<file path="src/hdl/assert_macros.svh">
// Assertion macros shared by the RTL of the geohash encoder.
// Included by files that carry concurrent assertions; needs nothing else.
`ifndef ASSERT_MACROS_SVH
`define ASSERT_MACROS_SVH
`ifndef SYNTHESIS
// Same-cycle implication, checked out of reset
`define GH_ASSERT_IMP(lbl, clk, rstn, ante, cons) \
    lbl: assert property (@(posedge clk) disable iff (!rstn) (ante) |-> (cons)) \
        else $error("assertion failed");
// Next-cycle implication, checked out of reset
`define GH_ASSERT_NEXT(lbl, clk, rstn, ante, cons) \
    lbl: assert property (@(posedge clk) disable iff (!rstn) (ante) |=> (cons)) \
        else $error("assertion failed");
`else
`define GH_ASSERT_IMP(lbl, clk, rstn, ante, cons)
`define GH_ASSERT_NEXT(lbl, clk, rstn, ante, cons)
`endif
`endif

</file>
<file path="src/hdl/ghenc_pkg.sv">
// Package of the geohash encoder: field widths, range constants, alphabet.
// No dependencies.
package ghenc_pkg;

    localparam int COORD_W         = 36;
    localparam int COUNT_W         = 8;
    localparam int CHAR_W          = 7;
    localparam int DIGIT_W         = 5;
    localparam int MAX_SYMBOLS_DEF = 12;

    // Full bisection span (-R..R) is 2R; R = 180 deg * 2^27 = 90 deg * 2^28
    localparam logic [COORD_W-1:0]          SPAN_FULL   = 36'd48318382080;
    localparam logic signed [COORD_W+1:0]   SPAN_HALF_S = 38'sd24159191040;
    localparam logic signed [COORD_W+1:0]   SPAN_FULL_S = 38'sd48318382080;

    // Geohash base32 alphabet, ASCII
    localparam logic [CHAR_W-1:0] GH_ALPHABET [0:31] = '{
        7'h30, 7'h31, 7'h32, 7'h33, 7'h34, 7'h35, 7'h36, 7'h37,
        7'h38, 7'h39, 7'h62, 7'h63, 7'h64, 7'h65, 7'h66, 7'h67,
        7'h68, 7'h6A, 7'h6B, 7'h6D, 7'h6E, 7'h70, 7'h71, 7'h72,
        7'h73, 7'h74, 7'h75, 7'h76, 7'h77, 7'h78, 7'h79, 7'h7A
    };

    function automatic logic [CHAR_W-1:0] ghenc_char(input logic [DIGIT_W-1:0] digit);
        return GH_ALPHABET[digit];
    endfunction

endpackage

</file>
<file path="src/hdl/ghenc_in_if.sv">
// Input channel of the geohash encoder: coordinate pair and precision.
// Depends on ghenc_pkg.
interface ghenc_in_if;
    import ghenc_pkg::*;

    logic                      valid;
    logic                      ready;
    logic signed [COORD_W-1:0] lon_fixed;
    logic signed [COORD_W-1:0] lat_fixed;
    logic [COUNT_W-1:0]        symbol_count;

    modport source (output valid, lon_fixed, lat_fixed, symbol_count, input ready);
    modport sink   (input valid, lon_fixed, lat_fixed, symbol_count, output ready);
endinterface

</file>
<file path="src/hdl/ghenc_out_if.sv">
// Output channel of the geohash encoder: one ASCII character per item.
// Depends on ghenc_pkg.
interface ghenc_out_if;
    import ghenc_pkg::*;

    logic              valid;
    logic              ready;
    logic [CHAR_W-1:0] symbol_char;
    logic              last_symbol;

    modport source (output valid, symbol_char, last_symbol, input ready);
    modport sink   (input valid, symbol_char, last_symbol, output ready);
endinterface

</file>
<file path="src/hdl/ghenc_bisect.sv">
// Bit-serial bisection of one coordinate, one decision bit per step.
// Depends on ghenc_pkg.
module ghenc_bisect (
    input  logic                                 i_clk,
    input  logic                                 i_load,
    input  logic signed [ghenc_pkg::COORD_W-1:0] i_value,
    input  logic                                 i_step,
    output logic                                 o_bit
);
    import ghenc_pkg::*;

    // Remainder of the offset value, always within 0..2R
    logic [COORD_W-1:0]        r_rem, n_rem;
    logic signed [COORD_W+1:0] w_off;
    logic [COORD_W:0]          w_dbl;
    logic [COORD_W:0]          w_sub;

    // Offset into 0..2R before saturation
    assign w_off = (COORD_W+2)'(i_value) + SPAN_HALF_S;

    // Doubling the remainder and comparing to 2R is the same as comparing to the midpoint
    assign w_dbl = {r_rem, 1'b0};
    assign w_sub = w_dbl - {1'b0, SPAN_FULL};
    assign o_bit = (w_dbl >= {1'b0, SPAN_FULL});

    // Load with saturation, then restoring step
    always_comb begin
        n_rem = r_rem;
        if (i_load) begin
            if (w_off < 0) begin
                n_rem = '0;
            end else if (w_off > SPAN_FULL_S) begin
                n_rem = SPAN_FULL;
            end else begin
                n_rem = w_off[COORD_W-1:0];
            end
        end else if (i_step) begin
            n_rem = o_bit ? w_sub[COORD_W-1:0] : w_dbl[COORD_W-1:0];
        end
    end

    always_ff @(posedge i_clk) begin
        r_rem <= n_rem;
    end
endmodule

</file>
<file path="src/hdl/ghenc_symbol.sv">
// Interleaved bit stream of the geohash and the base32 character at its head.
// Depends on ghenc_pkg.
module ghenc_symbol #(
    parameter int MAX_SYMBOLS = ghenc_pkg::MAX_SYMBOLS_DEF
) (
    input  logic                          i_clk,
    input  logic                          i_push,
    input  logic [1:0]                    i_pair,
    input  logic                          i_pop,
    output logic [ghenc_pkg::CHAR_W-1:0]  o_char
);
    import ghenc_pkg::*;

    localparam int BIS_STEPS = (DIGIT_W * MAX_SYMBOLS + 1) / 2;
    localparam int STREAM_W  = 2 * BIS_STEPS;

    logic [STREAM_W-1:0] r_stream, n_stream;

    // Push a {lon, lat} pair at the bottom, pop one digit off the top
    always_comb begin
        n_stream = r_stream;
        if (i_push) begin
            n_stream = {r_stream[STREAM_W-3:0], i_pair};
        end else if (i_pop) begin
            n_stream = {r_stream[STREAM_W-DIGIT_W-1:0], {DIGIT_W{1'b0}}};
        end
    end

    always_ff @(posedge i_clk) begin
        r_stream <= n_stream;
    end

    assign o_char = ghenc_char(r_stream[STREAM_W-1 -: DIGIT_W]);
endmodule

</file>
<file path="src/hdl/geohash_encoder.sv">
// Geohash encoder top level: control, two bisectors, stream, output register.
// Depends on ghenc_pkg, ghenc_in_if, ghenc_out_if, ghenc_bisect, ghenc_symbol, assert_macros.svh.
//
//   channel  | dir | payload                                 | per item
//   ---------+-----+-----------------------------------------+-----------------
//   i_in     | in  | lon_fixed, lat_fixed, symbol_count      | one
//   o_out    | out | symbol_char, last_symbol                | 1..MAX_SYMBOLS
//
// An item loads both bisectors, which then make one bit per coordinate per cycle for
// all MAX_SYMBOLS characters; then the P requested characters leave, one per cycle while
// o_out does not stall. The next item is taken as soon as the last character sits in
// the output register. Reset clears control only; a stall on o_out holds the emit stage.
`include "assert_macros.svh"

module geohash_encoder #(
    parameter int MAX_SYMBOLS = ghenc_pkg::MAX_SYMBOLS_DEF
) (
    input  logic         i_clk,
    input  logic         i_rst_n,
    ghenc_in_if.sink     i_in,
    ghenc_out_if.source  o_out
);
    import ghenc_pkg::*;

    localparam int BIS_STEPS = (DIGIT_W * MAX_SYMBOLS + 1) / 2;
    localparam int STEP_W    = $clog2(BIS_STEPS);
    localparam int SYM_W     = $clog2(MAX_SYMBOLS + 1);

    localparam logic [1:0] ST_IDLE   = 2'd0;
    localparam logic [1:0] ST_BISECT = 2'd1;
    localparam logic [1:0] ST_EMIT   = 2'd2;

    logic [1:0]        r_state, n_state;
    logic [STEP_W-1:0] r_step, n_step;
    logic [SYM_W-1:0]  r_left, n_left;
    logic              r_out_valid, n_out_valid;
    logic [CHAR_W-1:0] r_out_char;
    logic              r_out_last;

    logic              w_accept;
    logic              w_stepping;
    logic              w_load_out;
    logic              w_last_load;
    logic [SYM_W-1:0]  w_prec;
    logic              w_lon_bit;
    logic              w_lat_bit;
    logic [CHAR_W-1:0] w_char;

    // Handshakes
    assign i_in.ready  = (r_state == ST_IDLE);
    assign w_accept    = i_in.valid & i_in.ready;
    assign w_stepping  = (r_state == ST_BISECT);
    assign w_load_out  = (r_state == ST_EMIT) && (!r_out_valid || o_out.ready);
    assign w_last_load = w_load_out && (r_left == SYM_W'(1));

    // Precision: zero or too large means the maximum
    always_comb begin
        if (i_in.symbol_count == '0 || i_in.symbol_count > COUNT_W'(MAX_SYMBOLS)) begin
            w_prec = SYM_W'(MAX_SYMBOLS);
        end else begin
            w_prec = i_in.symbol_count[SYM_W-1:0];
        end
    end

    // Bisectors
    ghenc_bisect u_lon (
        .i_clk   (i_clk),
        .i_load  (w_accept),
        .i_value (i_in.lon_fixed),
        .i_step  (w_stepping),
        .o_bit   (w_lon_bit)
    );

    ghenc_bisect u_lat (
        .i_clk   (i_clk),
        .i_load  (w_accept),
        .i_value (i_in.lat_fixed),
        .i_step  (w_stepping),
        .o_bit   (w_lat_bit)
    );

    // Interleaved stream, longitude first
    ghenc_symbol #(
        .MAX_SYMBOLS (MAX_SYMBOLS)
    ) u_symbol (
        .i_clk  (i_clk),
        .i_push (w_stepping),
        .i_pair ({w_lon_bit, w_lat_bit}),
        .i_pop  (w_load_out),
        .o_char (w_char)
    );

    // Sequencer
    always_comb begin
        n_state     = r_state;
        n_step      = r_step;
        n_left      = r_left;
        n_out_valid = r_out_valid;
        if (o_out.ready) begin
            n_out_valid = 1'b0;
        end
        case (r_state)
            ST_IDLE: begin
                if (w_accept) begin
                    n_state = ST_BISECT;
                    n_step  = '0;
                    n_left  = w_prec;
                end
            end
            ST_BISECT: begin
                n_step = r_step + 1'b1;
                if (r_step == STEP_W'(BIS_STEPS - 1)) begin
                    n_state = ST_EMIT;
                end
            end
            ST_EMIT: begin
                if (w_load_out) begin
                    n_out_valid = 1'b1;
                    n_left      = r_left - 1'b1;
                    if (r_left == SYM_W'(1)) begin
                        n_state = ST_IDLE;
                    end
                end
            end
            default: begin
                n_state = ST_IDLE;
            end
        endcase
    end

    always_ff @(posedge i_clk) begin
        if (!i_rst_n) begin
            r_state     <= ST_IDLE;
            r_step      <= '0;
            r_left      <= '0;
            r_out_valid <= 1'b0;
        end else begin
            r_state     <= n_state;
            r_step      <= n_step;
            r_left      <= n_left;
            r_out_valid <= n_out_valid;
        end
    end

    // Output register payload
    always_ff @(posedge i_clk) begin
        if (w_load_out) begin
            r_out_char <= w_char;
            r_out_last <= w_last_load;
        end
    end

    assign o_out.valid       = r_out_valid;
    assign o_out.symbol_char = r_out_char;
    assign o_out.last_symbol = r_out_last;

    // Checks
    `GH_ASSERT_NEXT(a_accept_starts, i_clk, i_rst_n, w_accept, r_state == ST_BISECT && r_left != '0)
    `GH_ASSERT_IMP(a_emit_has_work, i_clk, i_rst_n, r_state == ST_EMIT, r_left != '0)
    `GH_ASSERT_NEXT(a_last_flagged, i_clk, i_rst_n, w_last_load, r_out_valid && r_out_last && i_in.ready)
    `GH_ASSERT_IMP(a_left_bounded, i_clk, i_rst_n, r_state == ST_BISECT, r_left <= SYM_W'(MAX_SYMBOLS))
endmodule
</file>
<file path="src/flat_wrapper.sv">
// flat-port wrapper written by rule: the top's interface ports become plain ports
module geohash_encoder_flat import ghenc_pkg::*;
#(
    parameter int MAX_SYMBOLS = ghenc_pkg::MAX_SYMBOLS_DEF
)
  (i_clk, i_rst_n, i_in_valid, i_in_lon_fixed, i_in_lat_fixed, i_in_symbol_count, i_in_ready, o_out_valid, o_out_symbol_char, o_out_last_symbol, o_out_ready);
  ghenc_in_if i_in_i ();
  ghenc_out_if o_out_i ();
  input  logic i_clk;
  input  logic i_rst_n;
  input wire logic [$bits(i_in_i.valid)-1:0] i_in_valid;
  input wire logic [$bits(i_in_i.lon_fixed)-1:0] i_in_lon_fixed;
  input wire logic [$bits(i_in_i.lat_fixed)-1:0] i_in_lat_fixed;
  input wire logic [$bits(i_in_i.symbol_count)-1:0] i_in_symbol_count;
  output wire logic [$bits(i_in_i.ready)-1:0] i_in_ready;
  output wire logic [$bits(o_out_i.valid)-1:0] o_out_valid;
  output wire logic [$bits(o_out_i.symbol_char)-1:0] o_out_symbol_char;
  output wire logic [$bits(o_out_i.last_symbol)-1:0] o_out_last_symbol;
  input wire logic [$bits(o_out_i.ready)-1:0] o_out_ready;
  assign i_in_i.valid = i_in_valid;
  assign i_in_i.lon_fixed = i_in_lon_fixed;
  assign i_in_i.lat_fixed = i_in_lat_fixed;
  assign i_in_i.symbol_count = i_in_symbol_count;
  assign i_in_ready = i_in_i.ready;
  assign o_out_valid = o_out_i.valid;
  assign o_out_symbol_char = o_out_i.symbol_char;
  assign o_out_last_symbol = o_out_i.last_symbol;
  assign o_out_i.ready = o_out_ready;
  geohash_encoder #(.MAX_SYMBOLS(MAX_SYMBOLS)) u_core (.i_clk(i_clk), .i_rst_n(i_rst_n), .i_in(i_in_i), .o_out(o_out_i));
endmodule
</file>
<file path="config.mk">
export PLATFORM = sky130hd
export DESIGN_NAME = geohash_encoder_flat
export DESIGN_NICKNAME = d
export VERILOG_FILES = /design/src/hdl/ghenc_pkg.sv /design/src/hdl/ghenc_in_if.sv /design/src/hdl/ghenc_out_if.sv /design/src/hdl/ghenc_bisect.sv /design/src/hdl/ghenc_symbol.sv /design/src/hdl/geohash_encoder.sv /design/src/flat_wrapper.sv
export VERILOG_INCLUDE_DIRS = /design/src /design/src/hdl
export SDC_FILE = /design/constraint.sdc
export NUM_CORES = 1
export LEC_CHECK = 0
export BUFFER_PORTS_ARGS = -buffer_cell sky130_fd_sc_hd__buf_2
export CORE_MARGIN = 5
export CORE_UTILIZATION = 63
export DETAILED_ROUTE_END_ITERATION = 10
export PLACE_DENSITY = 0.86
export SLEW_MARGIN = 20
export SYNTH_ARGS = -nofsm -noshare
export SYNTH_HDL_FRONTEND = slang
export SYNTH_SLANG_ARGS = --single-unit
</file>
<file path="constraint.sdc">
create_clock -name i_clk -period 8.1 [get_ports i_clk]
set_input_delay 0.405 -clock i_clk [delete_from_list [all_inputs] [get_ports i_clk]]
set_output_delay 0.405 -clock i_clk [all_outputs]
set_load 0.01 [all_outputs]
</file>
==> results of run 1 <==
==> layout by cell type, fill, tap and decap left out, drive strengths merged, types with 4 or more instances in the layout <==
| cell | Yosys | final |
|---|---|---|
| nand2 | 211 | 211 |
| edfxtp | 139 | 139 |
| buf | 15 | 98 |
| inv | 53 | 58 |
| o31ai | 31 | 31 |
| a32o | 31 | 31 |
| nor2 | 27 | 27 |
| a21oi | 25 | 25 |
| nor4 | 18 | 18 |
| o21ai | 17 | 17 |
| clkbuf | 32 | 17 |
| nand2b | 14 | 14 |
| nor3 | 13 | 13 |
| nand3 | 12 | 12 |
| dfxtp | 12 | 12 |
| ha | 11 | 11 |
| a31oi | 8 | 8 |
| and2 | 7 | 7 |
| xnor2 | 6 | 6 |
| xor2 | 6 | 6 |
| a22o | 5 | 5 |
| clkinvlp | 0 | 5 |
| or3 | 5 | 5 |
| a211oi | 5 | 5 |
| nand4 | 4 | 4 |
| o22ai | 4 | 4 |
==> power by group through the flow <==
stage	sequential (W)	combinational, W	clock, W
finish	0.00102	0.000303	0.000793
global route	0.00103	0.000342	0.000838
CTS	0.00102	0.000302	0.000803
detailed placement	0.00103	0.000297	0
global placement	0.00103	0.000281	0
floorplan	0.00102	0.000224	0
==> critical path, delay by kind of cell <==
| kind | cells | cell delay (ns) |
|---|---|---|
| AOI/OAI and AO/OA | 3 | 1.15 |
| adders and majority gates | 1 | 0.31 |
| buffers and inverters | 2 | 0.52 |
| and+or+nand+nor | 1 | 0.38 |
==> area by class of cell <==
cell class | instances | area, um^2 | area share (%)
flip-flops and latches | 151 | 4410 | 50.4
multi-input cells | 502 | 2860 | 32.7
repair buffers | 98 | 505 | 5.77
clock buffers | 17 | 425 | 4.86
inverters | 53 | 199 | 2.27
well taps | 147 | 184 | 2.10
clock inverters | 15 | 170 | 1.94
==> flip-flops by register name, summed over array words and instances, names as in the netlist <==
name	count
u_core.o_out.last_symbol	1
u_core.o_out.symbol_char	6
u_core.o_out.valid	1
u_core.r_left	4
u_core.r_state	2
u_core.r_step	5
u_core.u_lat.r_rem	36
u_core.u_lon.r_rem	36
u_core.u_symbol.r_stream	60
==> how the worst max path moves through the flow <==
stage	endpoint	slack, ns	cells past startpoint
final	u_core.u_lat.r_rem[1]	5.48	7
after CTS	u_core.u_lat.r_rem[31]	5.49	6
after global placement	u_core.u_lat.r_rem[34]	5.17	6
after global routing	u_core.u_lat.r_rem[31]	5.27	6
after floorplan	u_core.u_lat.r_rem[0]	5.20	4
after detailed placement	u_core.u_lat.r_rem[1]	5.09	7
==> cell families (layout without fill, tap and decap cells) <==
| family | count (synthesis) | count (layout) |
|---|---|---|
| AO/OA/AOI/OAI | 149 | 149 |
| other | 1 | 1 |
| AND/OR/NAND/NOR | 325 | 325 |
| XOR/XNOR | 12 | 12 |
| buffers and inverters | 100 | 183 |
| multiplexers | 4 | 4 |
| adder cells (fa/ha/maj) | 11 | 11 |
| flip-flops | 151 | 151 |
==> routing by layer <==
layer | wire, um | GRT usage [%]
met2 | 8080 | 38.3
met4 | 263 | 8.43
met3 | 1090 | 5.43
met1 | 6640 | 29.6
met5 | 0 | 0
==> through the flow <==
| step | worst slack [ns] | instance area [um^2] | total power, W | utilization [%] |
|---|---|---|---|---|
| after floorplan | 5.20 | 7670 | 0.00124 | - |
| after global placement | 5.17 | 8160 | 0.00131 | 68.2 |
| after detailed placement | 5.09 | 8160 | 0.00133 | 68.3 |
| after CTS | 5.49 | 8760 | 0.00212 | 73.2 |
| after global routing | 5.27 | 8760 | 0.00221 | 73.2 |
| final | 5.48 | 8760 | 0.00211 | 73.2 |
==> flow_metrics.py, run 1 <==
metrics = {
    "drt": {
        "wire_per_inst_um": 16.3,
        "detail_route.vias_per_cell": 6.07,
        "drc": 0,
        "vias": 5970,
        "antenna_left": 0,
        "drt_iter0_markers": 621,
        "wl_mm": 16.1,
        "drt-pass1-iter-count": 6,
    },
    "power_and_ir_drop": {
        "p_clk_share_pct": 37.5,
        "ir_worst_vdd_uv": 169,
        "p_sw_w": 0.000559,
        "power.density_mw_per_mm2": 241,
        "pwr-share-comb_pct": 14.4,
        "p_int_w": 0.00155,
        "p_leak_nw": 3.64,
        "p_sw_share_pct": 26.5,
        "power_frac_seq_pct": 48.1,
    },
    "sta": {
        "fmax_ghz": 0.382,
        "rsz0062_at_grt": "no",
        "finalSetupTns_ns": 0,
        "worstMarginPinSlew_ns": 1.10,
        "final_hold_viol_count": 0,
        "period_needed_ns": 2.62,
        "relSlewSlack_pct": 26.6,
        "slew_viol_final": 0,
        "setup-violations-final": 0,
        "holdWs_ns": 0.248,
        "min_period_over_period_pct": 32.3,
        "skew_ns": 0.00705,
    },
    "global_route": {
        "grt_pass1_vias": 5763,
        "grt_usage_pct": 23.0,
        "antenna_found_initial": 0,
        "grt_pass1_wl_mm": 26.9,
        "overflow": 0,
        "grt_start_max_net_pins": 74,
    },
    "synthesis": {
        "synth-seq-cells": 151,
        "synthSimpleGateAreaFrac_pct": 18.8,
        "synth_top_family_by_area": "simple AND/OR/NAND/NOR gates",
        "synth_common_cells": "nand2_1, edfxtp_1, inv_1, clkbuf_1",
        "muxShareOfSynthArea_pct": 0.538,
        "synth.area.top_cells": "edfxtp_1, nand2_1, a32o_1, dfxtp_1, o31ai_1",
        "ys_async_sr_fraction_pct": 0,
        "synth_largest_area_cell": "edfxtp_1",
        "syn_avg_cell_area_um2": 10.2,
        "synth_xor_area_share_pct": 1.37,
        "yosys_warnings": 0,
        "synth_flop_cell": "edfxtp_1",
        "synth_compound_area_share_pct": 14.5,
        "synth_fa_ha_area_share_pct": 1.79,
        "ys_types": 55,
        "synth_edf_count": 139,
        "synth_top_cell_area_share_pct": 54.4,
        "seq_area_frac_synth_pct": 57.5,
        "syn-num-nets": 848,
        "syn_area_mm2": 0.00767,
        "yosysMostFrequentCell": "nand2_1",
        "syn_inst": 753,
    },
    "worst_setup_path": {
        "crit_required_ns": 8.25,
        "cp-startpoint": "i_in_lat_fixed[29]",
        "r2r_setup_slack_ns": 5.51,
        "crit_slowest_cell": "a211oi_2",
        "crit_chain": "buf_2 -> ha_1 -> nor3_1 -> a31oi_1 -> a211oi_2 -> buf_4 -> o31ai_1",
        "critPathLaunchType": "primary input",
        "max_stage_delay_ns": 0.77,
        "reg2reg_to": "u_core.u_lat.r_rem[31]",
        "crit_type": "in -> reg",
        "r2r-start": "u_core.r_state[1]",
        "crit_path_end_kind": "flop",
        "worstRegToRegCells": 6,
        "critPathArrivalTime_ns": 2.77,
        "cp_max_fo": 18,
    },
    "final_layout": {
        "antenna_cells": 0,
        "layout-drive-gt1-share_pct": 17.1,
        "fillers": 787,
        "area_growth_pct": 14.2,
        "final-instance-count-excl-fill": 983,
        "fin_nets": 918,
    },
    "clock_tree": {
        "insertion_delay_ns": 0.43,
        "clockBufferDepth": 2,
        "htreeDepth": 4,
        "cts_root_buffer": "clkbuf_16",
        "cts_resized": 0,
        "cts_tree": "done",
        "hold_buffers": 0,
        "cts_num_sinks": 151,
        "cts_setup_buffers": 0,
        "clkTransAtPathRegs_ns": 0.06,
        "cts_buffers": 17,
    },
    "place": {
        "port_buffers": 92,
        "place_inst": 951,
        "gp_congestion": 0.870,
        "dp_hpwl_mm": 10.3,
    },
    "min_path": {
        "min-delay-start": "i_rst_n",
        "hold-path-endpoint": "u_core.r_step[3]",
        "min_path_type": "in -> reg",
        "hold_path_depth": 3,
    },
    "floorplanning": {
        "dieArea_mm2": 0.0145,
        "io_pins": 94,
        "core_region_area_mm2": 0.0120,
        "dieWidth_um": 120,
        "die_y_um": 120,
        "initial_core_util_pct": 64.1,
        "std_cell_rows": 40,
    },
    "flow_run": {
        "cap_viol_max_count": 0,
    },
    "run_status": {
        "outcome": "finished clean",
    },
}
Power figures use the tool's default switching activity.
==> run 2: changes to the inputs <==
--- a/config.mk
+++ b/config.mk
@@ -8,9 +8,9 @@
 export LEC_CHECK = 0
 export BUFFER_PORTS_ARGS = -buffer_cell sky130_fd_sc_hd__buf_2
 export CORE_MARGIN = 5
-export CORE_UTILIZATION = 63
+export CORE_UTILIZATION = 53
 export DETAILED_ROUTE_END_ITERATION = 10
-export PLACE_DENSITY = 0.86
+export PLACE_DENSITY = 0.77
 export SLEW_MARGIN = 20
 export SYNTH_ARGS = -nofsm -noshare
 export SYNTH_HDL_FRONTEND = slang
==> constraint.sdc (replaced) <==
create_clock -name i_clk -period 2.4 [get_ports i_clk]
set_input_delay 0.12 -clock i_clk [delete_from_list [all_inputs] [get_ports i_clk]]
set_output_delay 0.12 -clock i_clk [all_outputs]
set_load 0.01 [all_outputs]
==> run 2 against run 1 <==
Compared with the run above: die area grew 17%; combinational power grew to 3.5 times the previous value; core utilization shrank 11 points; largest cell class unchanged; critical path depth shrank 1.
==> flow_metrics.py, run 2 (synthesis results as in run 1) <==
metrics = {
    "sta": {
        "rsz0062_at_grt": "no",
        "worstMarginPinSlew_ns": 0.556,
        "holdWs_ns": 0.0205,
        "setup-violations-final": 0,
        "min_period_over_period_pct": 85.0,
        "skew_ns": 0.00982,
        "slew_viol_final": 0,
        "final_hold_viol_count": 0,
        "fmax_ghz": 0.490,
        "relSlewSlack_pct": 62.6,
        "finalSetupTns_ns": 0,
        "period_needed_ns": 2.04,
    },
    "drt": {
        "wire_per_inst_um": 15.2,
        "drc": 0,
        "vias": 5854,
        "drt-pass1-iter-count": 5,
        "antenna_left": 0,
        "detail_route.vias_per_cell": 5.66,
        "wl_mm": 15.7,
        "drt_iter0_markers": 483,
    },
    "power_and_ir_drop": {
        "p_leak_nw": 3.75,
        "ir_worst_vdd_uv": 659,
        "p_clk_share_pct": 39.6,
        "pwr-share-comb_pct": 14.2,
        "power.density_mw_per_mm2": 821,
        "p_int_w": 0.00556,
        "p_sw_share_pct": 24.8,
        "power_frac_seq_pct": 46.3,
        "p_sw_w": 0.00184,
    },
    "global_route": {
        "top_usage_layer": "met2",
        "overflow": 0,
        "met3_usage_pct": 5.94,
        "grt_usage_pct": 19.6,
        "use_met2_pct": 30.1,
        "grt_start_max_net_pins": 73,
        "grtUsageMet1_pct": 27.3,
        "grt_pass1_wl_mm": 26.4,
        "antenna_found_initial": 0,
        "grt_pass1_vias": 5546,
    },
    "place": {
        "port_buffers": 92,
        "dp_hpwl_mm": 10.2,
        "postPlaceCellArea_mm2": 0.00834,
        "gp_congestion": 0.880,
    },
    "floorplanning": {
        "dieWidth_um": 130,
        "core_region_area_mm2": 0.0144,
        "dieArea_mm2": 0.0170,
        "initial_core_util_pct": 53.4,
        "io_pins": 94,
        "std_cell_rows": 44,
        "die_y_um": 130,
    },
    "worst_setup_path": {
        "crit_required_ns": 2.63,
        "crit_type": "reg -> reg",
        "crit_path_end_kind": "flop",
        "critPathArrivalTime_ns": 2.27,
        "critPathLaunchType": "flop",
        "cp_max_fo": 32,
    },
    "final_layout": {
        "antenna_cells": 0,
        "area_growth_pct": 17.5,
        "fin_nets": 933,
        "regMostFlops": "u_core.u_symbol.r_stream",
        "fillers": 1154,
        "seq_area_mm2": 0.00441,
        "top_regs": "u_core.u_symbol.r_stream: 60 flops, u_core.u_lat.r_rem: 36 flops, u_core.u_lon.r_rem: 36 flops",
        "layout-drive-gt1-share_pct": 18.2,
        "design_area_mm2": 0.00901,
        "final_cell_mix": "nand2_1, edfxtp_1, buf_2",
        "multi_input_area_mm2": 0.00287,
        "largest_reg_flops": 60,
        "final_common_cell": "nand2_1",
    },
    "run_status": {
        "outcome": "finished clean",
    },
    "clock_tree": {
        "cts_tree": "done",
        "insertion_delay_ns": 0.43,
        "cts_buffers": 17,
        "hold_buffers": 2,
        "cts_resized": 0,
        "clkTransAtPathRegs_ns": 0.06,
        "htreeDepth": 4,
        "cts_root_buffer": "clkbuf_16",
        "cts_setup_buffers": 0,
        "cts_num_sinks": 151,
        "clockBufferDepth": 2,
    },
    "flow_run": {
        "cap_viol_max_count": 0,
    },
    "min_path": {
        "min_path_type": "in -> reg",
    },
}
-- run 2: power groups by stage --
stage	clock network [W]	logic (W)	registers (W)
floorplan	0	0.000758	0.00343
global placement	0	0.00101	0.00347
detailed placement	0	0.00103	0.00347
CTS	0.00297	0.00105	0.00342
global route	0.00311	0.00118	0.00346
finish	0.00293	0.00105	0.00342
-- run 2: worst max-delay path, stage by stage, from the launching register on --
cell and delay (ns):
dfxtp_1 0.37, nor2_1 0.30, nand2_2 0.25, nor3_1 0.24, nand2b_1 0.08, buf_4 0.24
o32ai_1 0.35
-- run 2: per-stage QoR --
stage	worst slack [ns]	instances	power (W)	util, %
final	0.360	1035	0.00740	62.7
after floorplan	0.174	753	0.00419	-
after detailed placement	0.132	1001	0.00450	58.0
after CTS	0.394	1035	0.00744	62.7
after global routing	0.229	1035	0.00775	62.7
after global placement	0.182	1001	0.00447	58.0
-- run 2: final timing paths --
path	end	slack [ns]	start	cells past startpoint
setup / recovery	u_core.u_lat.r_rem[31]	0.36	u_core.r_state[1]	6
hold / removal	u_core.u_lon.r_rem[0]	0.02	i_in_lon_fixed[0]	2
setup reg to reg	u_core.u_lat.r_rem[31]	0.36	u_core.r_state[1]	6
hold reg to reg	u_core.r_step[4]	0.49	u_core.r_step[4]	2
-- run 2: layout make-up --
class	instances	share of cell area, %
multi-input cells	502	31.8
clock inverters	15	2.54
flip-flops and latches	151	49.0
repair buffers	113	7.19
clock buffers	17	4.72
inverters	53	2.21
well taps	184	2.55
-- run 2: routing by layer --
layer  vias up  routed length (um)
li1       2889                   -
met1      2764                7200
met2       186                7360
met3        15                 985
met4         0                 183
met5         -                   0
==> run 3: changes to the inputs <==
--- a/config.mk
+++ b/config.mk
@@ -10,6 +10,7 @@
 export CORE_MARGIN = 5
 export CORE_UTILIZATION = 53
 export DETAILED_ROUTE_END_ITERATION = 10
+export MAX_ROUTING_LAYER = met4
 export PLACE_DENSITY = 0.77
 export SLEW_MARGIN = 20
 export SYNTH_ARGS = -nofsm -noshare
==> constraint.sdc (replaced) <==
create_clock -name i_clk -period 2.4 [get_ports i_clk]
set_input_delay 0.48 -clock i_clk [delete_from_list [all_inputs] [get_ports i_clk]]
set_output_delay 0.48 -clock i_clk [all_outputs]
set_load 0.01 [all_outputs]
==> run 3 against run 2 <==
Compared with the run above: core utilization is 1.2 points higher; cell count is 3.0% higher; non-clock buffer count is 31 higher; critical path type is now in -> reg; critical endpoint is now u_core.u_lat.r_rem[12]; largest power group unchanged.
==> flow_metrics.py, run 3 (synthesis results as in run 1) <==
metrics = {
    "floorplanning": {
        "initial_core_util_pct": 53.4,
        "die_y_um": 130,
        "std_cell_rows": 44,
        "io_pins": 94,
        "dieArea_mm2": 0.0170,
        "core_region_area_mm2": 0.0144,
        "dieWidth_um": 130,
    },
    "clock_tree": {
        "clkTransAtPathRegs_ns": 0.06,
        "cts_resized": 0,
        "insertion_delay_ns": 0.42,
        "cts_root_buffer": "clkbuf_16",
        "clockBufferDepth": 2,
        "cts_buffers": 17,
        "cts_num_sinks": 151,
        "htreeDepth": 4,
        "hold_buffers": 0,
        "cts_setup_buffers": 0,
        "cts_tree": "done",
    },
    "drt": {
        "drc": 0,
        "detail_route.vias_per_cell": 5.60,
        "drt-pass1-iter-count": 5,
        "wl_mm": 15.8,
        "drt_iter0_markers": 457,
        "antenna_left": 0,
        "wire_per_inst_um": 14.8,
        "vias": 5968,
    },
    "global_route": {
        "grt_usage_pct": 20.0,
        "grt_pass1_wl_mm": 26.5,
        "antenna_found_initial": 0,
        "grt_pass1_vias": 5644,
        "grt_start_max_net_pins": 43,
        "overflow": 0,
    },
    "power_and_ir_drop": {
        "p_clk_share_pct": 35.7,
        "p_int_w": 0.00519,
        "power.density_mw_per_mm2": 766,
        "total_power_w": 0.00704,
        "power_frac_seq_pct": 48.7,
        "ir_worst_vdd_uv": 571,
        "p_leak_nw": 3.88,
        "p_sw_w": 0.00185,
        "pwr-share-comb_pct": 15.6,
        "p_sw_share_pct": 26.3,
    },
    "final_layout": {
        "regMostFlops": "u_core.u_symbol.r_stream",
        "antenna_cells": 0,
        "fin_nets": 964,
        "fillers": 1148,
        "design_area_mm2": 0.00919,
        "final_common_cell": "nand2_1",
        "area_growth_pct": 19.7,
        "fin_util_pct": 63.9,
        "layout-drive-gt1-share_pct": 21.0,
        "largest_reg_flops": 60,
        "final_cell_mix": "nand2_1, edfxtp_1, buf_2",
        "top_regs": "u_core.u_symbol.r_stream: 60 flops, u_core.u_lat.r_rem: 36 flops, u_core.u_lon.r_rem: 36 flops",
    },
    "worst_setup_path": {
        "critPathLaunchType": "primary input",
        "crit_path_end_kind": "flop",
        "critPathArrivalTime_ns": 2.40,
        "crit_type": "in -> reg",
        "r2r_setup_slack_ns": 0.43,
        "crit_required_ns": 2.57,
        "cp_max_fo": 19,
    },
    "sta": {
        "rsz0062_at_grt": "no",
        "setup-violations-final": 0,
        "skew_ns": 0.00777,
        "period_needed_ns": 2.23,
        "worstMarginPinSlew_ns": 0.610,
        "relSlewSlack_pct": 58.9,
        "fmax_ghz": 0.449,
        "fin_ws_ns": 0.173,
        "min_period_over_period_pct": 92.8,
        "slew_viol_final": 0,
        "finalSetupTns_ns": 0,
        "final_hold_viol_count": 0,
    },
    "place": {
        "gp_congestion": 0.816,
        "port_buffers": 92,
        "place_ws_ns": -0.230,
        "dp_hpwl_mm": 10.9,
        "postPlaceCellArea_mm2": 0.00863,
    },
    "flow_run": {
        "cap_viol_max_count": 0,
    },
    "min_path": {
        "min_path_type": "in -> reg",
    },
    "run_status": {
        "outcome": "finished clean",
    },
}
run 3: worst max-delay path, cell delays in order:
cell	delay, ns
buf_2	0.11
ha_1	0.28
nand2b_1	0.17
nor4_1	0.20
nor4_1	0.11
buf_4	0.16
a211oi_4	0.54
buf_8	0.25
o31ai_1	0.09
run 3: path summary, 6_finish.rpt:
path | start | endpoint | cells past startpoint
worst max-delay path | i_in_lat_fixed[29] | u_core.u_lat.r_rem[12] | 9
worst min-delay path | i_rst_n | u_core.r_step[3] | 3
worst max register to register | u_core.u_lat.r_rem[29] | u_core.u_lat.r_rem[30] | 5
worst min register to register | u_core.r_step[4] | u_core.r_step[4] | 2
run 3: stage by stage:
stage          std cells  hold WS [ns]
5_1_grt             1066         0.369
4_1_cts             1066         0.318
2_1_floorplan        753         0.447
6_report            1066         0.337
3_5_place_dp        1034         0.470
3_3_place_gp        1033         0.462
run 3: final cells by class:
cell class	count	area [um^2]	share of cell area (%)
flip-flops and latches	151	4410	48.1
multi-input cells	502	2870	31.2
repair buffers	144	921	10.0
clock buffers	17	425	4.63
well taps	184	230	2.51
inverters	53	199	2.17
clock inverters	15	129	1.40
run 3: routing by layer:
layer  GRT usage (%)  share of wire, %
met1            27.1                45
met5               -                 0
met2            30.3                48
met3            4.63               5.8
met4            6.05               1.3
run 3: power groups by stage:
stage	Combinational [W]	Sequential (W)	Clock [W]
after floorplan	0.000758	0.00343	0
after global placement	0.00106	0.00347	0
after detailed placement	0.00109	0.00348	0
after CTS	0.00110	0.00342	0.00256
after global routing	0.00123	0.00345	0.00269
final	0.00110	0.00342	0.00251
